===== config.mk =====
export PLATFORM = sky130hd
export DESIGN_NAME = sorted_priority_queue_unit
export DESIGN_NICKNAME = d
export VERILOG_FILES = /design/src/hdl/spq_pkg.sv /design/src/hdl/sorted_priority_queue_unit.sv /design/src/hdl/spq_cell.sv
export SDC_FILE = /design/constraint.sdc
export NUM_CORES = 2
export LEC_CHECK = 0
export BUFFER_PORTS_ARGS = -buffer_cell sky130_fd_sc_hd__buf_2
export CAP_MARGIN = 20
export CORE_ASPECT_RATIO = 1.75
export CORE_MARGIN = 2
export CORE_UTILIZATION = 58
export CTS_BUF_LIST = sky130_fd_sc_hd__clkbuf_4 sky130_fd_sc_hd__clkbuf_8 sky130_fd_sc_hd__clkbuf_16
export DETAILED_ROUTE_END_ITERATION = 16
export GPL_TIMING_DRIVEN = 0
export PLACE_DENSITY_LB_ADDON = 0.2
export SLEW_MARGIN = 20
export SYNTH_ARGS = -nofsm -noshare
export SYNTH_HDL_FRONTEND = slang
export SYNTH_SLANG_ARGS = --single-unit

===== constraint.sdc =====
create_clock -name clk -period 8.5 [get_ports clk]
set_input_delay 1.7 -clock clk [delete_from_list [all_inputs] [get_ports clk]]
set_output_delay 1.7 -clock clk [all_outputs]
set_load 0.03 [all_outputs]

===== src/hdl/spq_pkg.sv =====
// ----------------------------------------------------------------------------
// spq_pkg: shared types and codes of the sorted priority queue
// Word layouts of both channels, the entry held by one cell, operation and
// status codes.
// ----------------------------------------------------------------------------
`default_nettype none

package spq_pkg;

  localparam int CNT_W = 5;

  localparam logic [1:0] OP_ENQUEUE = 2'd0;
  localparam logic [1:0] OP_DEQUEUE = 2'd1;

  localparam logic [1:0] ST_OK    = 2'd0;
  localparam logic [1:0] ST_FULL  = 2'd1;
  localparam logic [1:0] ST_EMPTY = 2'd2;

  localparam logic [CNT_W-1:0] CAP_RESET = 5'd16;

  typedef struct packed {
    logic [1:0]         opcode;
    logic signed [31:0] item_value;
    logic [15:0]        item_priority;
  } in_word_t;

  typedef struct packed {
    logic [1:0]         status_code;
    logic signed [31:0] head_value;
    logic [15:0]        head_priority;
    logic [CNT_W-1:0]   entry_count;
    logic               empty_flag;
    logic               full_flag;
  } out_word_t;

  typedef struct packed {
    logic signed [31:0] value;
    logic [15:0]        prio;
  } entry_t;

  // Shift control broadcast to every cell.
  typedef struct packed {
    logic enq;
    logic deq;
  } cell_ctl_t;

endpackage

`default_nettype wire


===== src/hdl/sorted_priority_queue_unit.sv =====
// ----------------------------------------------------------------------------
// sorted_priority_queue_unit: bounded priority queue on a sorted cell chain
// Entries sit in a row of cells, highest priority at cell 0. An enqueue
// opens a gap at the insert point and shifts the tail one cell right; a
// dequeue hands cell 0 out and shifts the whole row one cell left.
//
//   channel | ports                           | direction | word type
//   --------+---------------------------------+-----------+-----------
//   input   | in_valid / in_ready / in_word   | in        | in_word_t
//   result  | out_valid / out_ready / out_word| out       | out_word_t
//   config  | cfg_we / cfg_wdata              | in        | capacity
//
// One word a cycle: every cell compares and shifts in the same cycle the
// word is accepted, and the result is loaded into the output register on
// that same clock edge. The input stalls only while a result sits unread in that register.
// Reset (rst_n low, synchronous) empties the queue and sets the capacity to
// 16; cell contents are not cleared, since only held cells are ever read.
// ----------------------------------------------------------------------------
`default_nettype none

module sorted_priority_queue_unit
  import spq_pkg::*;
#(
  parameter int QUEUE_DEPTH = 16
) (
  input  wire logic             clk,
  input  wire logic             rst_n,
  input  wire logic             in_valid,
  output logic                  in_ready,
  input  wire in_word_t         in_word,
  output logic                  out_valid,
  input  wire logic             out_ready,
  output out_word_t             out_word,
  input  wire logic             cfg_we,
  input  wire logic [CNT_W-1:0] cfg_wdata
);

  // Saturate the capacity to the chain length (a 5-bit capacity never
  // reaches past 31, so deeper chains cap there).
  localparam int unsigned DepthSat = (QUEUE_DEPTH > 31) ? 31 : QUEUE_DEPTH;
  localparam logic [CNT_W-1:0] DEPTH_CODE = CNT_W'(DepthSat);

  logic [CNT_W-1:0] cap_r;
  logic [CNT_W-1:0] count_r;
  logic [CNT_W-1:0] count_nxt;
  logic [CNT_W-1:0] eff_cap;
  logic             out_valid_r;
  out_word_t        out_word_r;
  out_word_t        result;
  logic             accept;
  cell_ctl_t        ctl;
  entry_t           new_entry;
  entry_t           cell_q  [QUEUE_DEPTH];
  logic             ge      [QUEUE_DEPTH];

  assign eff_cap   = (cap_r > DEPTH_CODE) ? DEPTH_CODE : cap_r;
  assign in_ready  = !out_valid_r || out_ready;
  assign accept    = in_valid && in_ready;
  assign out_valid = out_valid_r;
  assign out_word  = out_word_r;

  assign new_entry.value = in_word.item_value;
  assign new_entry.prio  = in_word.item_priority;

  // Decide the operation and build the result word at accept time.
  always_comb begin
    ctl                  = '0;
    count_nxt            = count_r;
    result.status_code   = ST_OK;
    result.head_value    = '0;
    result.head_priority = '0;
    case (in_word.opcode)
      OP_ENQUEUE: begin
        if (count_r >= eff_cap) begin
          result.status_code = ST_FULL;
        end else begin
          ctl.enq   = accept;
          count_nxt = count_r + CNT_W'(1);
        end
      end
      OP_DEQUEUE: begin
        if (count_r == '0) begin
          result.status_code = ST_EMPTY;
        end else begin
          ctl.deq              = accept;
          count_nxt            = count_r - CNT_W'(1);
          result.head_value    = cell_q[0].value;
          result.head_priority = cell_q[0].prio;
        end
      end
      default: begin
        // status query: report only
        ctl = '0;
      end
    endcase
    result.entry_count = count_nxt;
    result.empty_flag  = (count_nxt == '0);
    result.full_flag   = (count_nxt >= eff_cap);
  end

  // Chain of cells: each sees its left neighbor's compare and both
  // neighbors' entries. Cell 0 always takes the new entry when it moves on an enqueue.
  for (genvar i = 0; i < QUEUE_DEPTH; i++) begin : g_cell
    if (i == 0) begin : g_head
      spq_cell #(.IDX(i)) u_cell (
        .clk        (clk),
        .ctl        (ctl),
        .new_entry  (new_entry),
        .count      (count_r),
        .left_entry (new_entry),
        .left_ge    (1'b1),
        .right_entry(cell_q[1]),
        .entry      (cell_q[i]),
        .ge         (ge[i])
      );
    end else if (i == QUEUE_DEPTH - 1) begin : g_tail
      // Last cell holds its own entry on a dequeue.
      spq_cell #(.IDX(i)) u_cell (
        .clk        (clk),
        .ctl        (ctl),
        .new_entry  (new_entry),
        .count      (count_r),
        .left_entry (cell_q[i-1]),
        .left_ge    (ge[i-1]),
        .right_entry(cell_q[i]),
        .entry      (cell_q[i]),
        .ge         (ge[i])
      );
    end else begin : g_mid
      spq_cell #(.IDX(i)) u_cell (
        .clk        (clk),
        .ctl        (ctl),
        .new_entry  (new_entry),
        .count      (count_r),
        .left_entry (cell_q[i-1]),
        .left_ge    (ge[i-1]),
        .right_entry(cell_q[i+1]),
        .entry      (cell_q[i]),
        .ge         (ge[i])
      );
    end
  end

  // Control registers: capacity, occupancy, result valid.
  always_ff @(posedge clk) begin
    if (!rst_n) begin
      cap_r       <= CAP_RESET;
      count_r     <= '0;
      out_valid_r <= 1'b0;
    end else begin
      if (cfg_we) begin
        cap_r <= cfg_wdata;
      end
      if (accept) begin
        count_r     <= count_nxt;
        out_valid_r <= 1'b1;
      end else if (out_ready) begin
        out_valid_r <= 1'b0;
      end
    end
  end

  // Result register: load on accept, hold while stalled.
  always_ff @(posedge clk) begin
    if (accept) begin
      out_word_r <= result;
    end
  end

endmodule

`default_nettype wire


===== src/hdl/spq_cell.sv =====
// ----------------------------------------------------------------------------
// spq_cell: one slot of the sorted chain
// Holds one entry; on enqueue keeps, takes the new entry or takes the left
// neighbor; on dequeue takes the right neighbor.
// ----------------------------------------------------------------------------
`default_nettype none

module spq_cell
  import spq_pkg::*;
#(
  parameter int IDX = 0
) (
  input  wire logic       clk,
  input  wire cell_ctl_t  ctl,
  input  wire entry_t     new_entry,
  input  wire logic [CNT_W-1:0] count,
  input  wire entry_t     left_entry,
  input  wire logic       left_ge,
  input  wire entry_t     right_entry,
  output entry_t          entry,
  output logic            ge
);

  // Occupancy never exceeds 31, so slots at or past 31 never read as held.
  localparam int unsigned IdxSat = (IDX > 31) ? 31 : IDX;
  localparam logic [CNT_W-1:0] IdxCode = CNT_W'(IdxSat);

  entry_t data_r;
  entry_t data_nxt;
  logic   occ;

  assign occ   = (count > IdxCode);
  // Held entries at or above the new priority stay ahead of it.
  assign ge    = occ && (data_r.prio >= new_entry.prio);
  assign entry = data_r;

  always_comb begin
    data_nxt = data_r;
    if (ctl.enq && !ge) begin
      data_nxt = left_ge ? new_entry : left_entry;
    end else if (ctl.deq) begin
      data_nxt = right_entry;
    end
  end

  always_ff @(posedge clk) begin
    data_r <= data_nxt;
  end

endmodule

`default_nettype wire


==> impl_metrics.py <==
metrics = {
    "routing": {
        "first_iter_violations": 6454,
        "vias": 45100,
        "wl_met2_mm": 97.7,
        "wl_met1_mm": 69.5,
        "wl_mm": 218,
        "routedWlPerCell_um": 35.6,
        "route.detailed.drc": 0,
        "vias_per_cell": 7.38,
        "route.met3.wl_mm": 24.5,
        "first_pass_iters": 6,
        "detail-route-antenna-nets": 0,
        "topRoutingLayerUsed": "met5",
    },
    "pwr": {
        "switching_share_pct": 32.4,
        "switchingPower_w": 0.00369,
        "power_frac_seq_pct": 44.7,
        "total_power_w": 0.0114,
        "leakagePower_nw": 20.5,
        "ir_drop_uv": 186,
        "comb_power_share_pct": 21.7,
        "p_clk_share_pct": 33.6,
        "p_int_w": 0.00771,
        "p_per_area_nw_per_um2": 203,
    },
    "timing": {
        "max_freq_mhz": 117,
        "timing.final.max_slew_violations": 0,
        "layout_setup_ws_ns": -0.0181,
        "tightest_slew_ns": 1.30,
        "slew_headroom_pct": 13.4,
        "tns_ns": -0.116,
        "rsz0062_at_grt": "false",
        "period_share_pct": 100,
        "finClkSkew_ns": 0.0284,
        "finalSetupViolCount": 10,
        "hold_viol_final": 0,
        "holdWs_ns": 0.528,
        "min_period_ns": 8.52,
    },
    "placed_design": {
        "dp_hpwl_mm": 156,
        "place.gp.congestion": 1.07,
        "io_buffers": 70,
    },
    "synth": {
        "ys_seq_area_share_pct": 49.1,
        "synth_edf_count": 825,
        "synth_area_leaders": "edfxtp_1, mux2_2, mux2i_1, ha_1, o21ai_0",
        "synth_area_per_cell_sq_um": 10.9,
        "synthDistinctLibCells": 72,
        "syn_nets": 5019,
        "synth-seq-cells": 836,
        "ys.flop_type": "edfxtp_1",
        "synthArstFlopShare_pct": 0,
        "synth_area_leader_cell": "edfxtp_1",
        "syn-cell-area_sq_um": 50900,
        "syn_inst": 4689,
        "ys_warn_count": 0,
        "synth_top_area_share_pct": 48.7,
    },
    "finish": {
        "layout_common_cells": "edfxtp_1, o21ai_0, nand2_1",
        "final_common_cell": "edfxtp_1",
        "layout-area-overhead-vs-synth_pct": 10.5,
        "fillCellCount": 7200,
        "drive_gt1_share_pct": 15.3,
        "post-route-util_pct": 64.7,
        "regArea_sq_um": 25000,
        "multi_input_area_sq_um": 23900,
        "nets": 5207,
    },
    "clocking": {
        "cts_tree": "done",
        "cts_sinks": 836,
        "cts_resized": 0,
        "clk_latency_ns": 0.76,
        "hold_buffers": 0,
        "clockBufferDepth": 3,
        "htree_levels": 3,
        "cts_setup_buffers": 0,
        "root_buffer": "clkbuf_16",
        "clkSlewWorstSetupHoldPaths_ns": 0.06,
        "cts_made_buffers": 83,
    },
    "critical_path": {
        "critPathRequiredTime_ns": 8.92,
        "worstPathMaxFanout": 30,
        "crit_path_start_kind": "input pin",
        "cp-end-kind": "flop",
        "cp_data_arrival_time_ns": 8.93,
        "worstSetupPathType": "input pin to flop",
    },
    "floorplanning": {
        "die_w_um": 228,
        "rows": 143,
        "core_sq_um": 87000,
        "die_area_sq_um": 90300,
        "die-height_um": 396,
        "ios": 119,
        "initial_core_util_pct": 58.5,
    },
    "job": {
        "max-cap-violations": 0,
    },
    "run_status": {
        "failed_checks": "negative setup slack",
        "status": "finished with violations",
    },
    "grt": {
        "grt.total_usage_pct": 47.2,
        "overflow": 0,
        "grt_pass1_vias": 44600,
        "grt_max_degree": 43,
        "antenna_found_initial": 21,
        "grt_pass1_wl_mm": 306,
    },
    "worst_hold_path": {
        "min_path_type": "flop to flop",
    },
}
-- final timing paths --
| kind | to | slack, ns | start | cells after the start |
|---|---|---|---|---|
| setup / recovery | g_cell[0].g_head.u_cell.entry[18] | -0.02 | in_word[8] | 15 |
| hold reg to reg | cap_r[2] | 0.53 | cap_r[2] | 2 |
| setup reg to reg | g_cell[0].g_head.u_cell.entry[18] | 3.21 | g_cell[0].g_head.u_cell.entry[11] | 12 |
| hold / removal | cap_r[2] | 0.53 | cap_r[2] | 2 |
-- sequential cells by signal, indices dropped and copies added (netlist names) --
register,cells
g_cell.g_head.u_cell.entry,48
cap_r,5
g_cell.g_tail.u_cell.entry,48
count_r,5
g_cell.g_mid.u_cell.entry,672
out_valid,1
out_word,57
-- cell usage after synthesis, drive strengths merged (22+ instances only) --
cell	instances
mux2i	346
edfxtp	825
nor3	75
a21oi	256
a2111oi	22
o211ai	33
inv	44
a31oi	338
ha	270
o311ai	49
mux2	332
a211oi	27
clkbuf	309
buf	171
a32oi	48
and2	55
a22oi	97
nand4	56
nor2	177
nand3	55
o21ai	536
nand2	386
o21a	23
-- area by class of cell --
type                            count  area share [%]
Sequential cell                   836            44.4
Multi-Input combinational cell   3329            42.5
Clock buffer                      107            4.02
Buffer                            480            3.62
Tap cell                         1160            2.58
Timing Repair Buffer              103            1.83
Clock inverter                     41           0.656
Inverter                           44           0.298
Antenna cell                       12          0.0534
-- cells by family after synthesis --
| family | share of synthesized area, % |
|---|---|
| flops | 49.1 |
| buf+inv | 4.31 |
| mux | 14.1 |
| xor+xnor | 0.0516 |
| compound gates | 18.0 |
| simple gates | 7.75 |
| fa+ha+maj | 6.66 |
-- worst max-delay path, stage by stage --
cell	delay, ns
clkbuf_1	0.77
clkbuf_1	0.93
inv_1	0.94
ha_1	0.50
a211oi_1	0.23
o21bai_1	0.25
a211oi_2	0.48
buf_4	0.29
and2_1	0.91
buf_2	0.42
o31ai_4	0.25
buf_2	0.30
buf_2	0.25
nand2_4	0.30
buf_16	0.32
-- power by group through the flow --
stage / registers, W / clock network, W / logic, W
3_5_place_dp: 0.00517 / 0 / 0.00232
3_3_place_gp: 0.00520 / 0 / 0.00220
6_report: 0.00509 / 0.00384 / 0.00247
2_1_floorplan: 0.00513 / 0 / 0.00141
5_1_grt: 0.00510 / 0.00393 / 0.00257
4_1_cts: 0.00508 / 0.00376 / 0.00233
-- layer usage --
layer / track usage (%) / vias up
met5: 0 / -
met4: 46.5 / 26
met3: 13.5 / 1254
met2: 73.7 / 3727
met1: 50.8 / 21600
li1: - / 18500
-- per-stage QoR --
stage                     cell area [sq um]  instances  worst slack (ns)
after CTS                             56200       6099             0.558
after detailed placement              53600       5951           -0.0800
after global placement                52700       5919             -6.06
after floorplan                       50900       4689             0.424
final                                 56300       6112           -0.0181
after global routing                  56300       6102             0.205
Power figures use the tool's default switching activity.
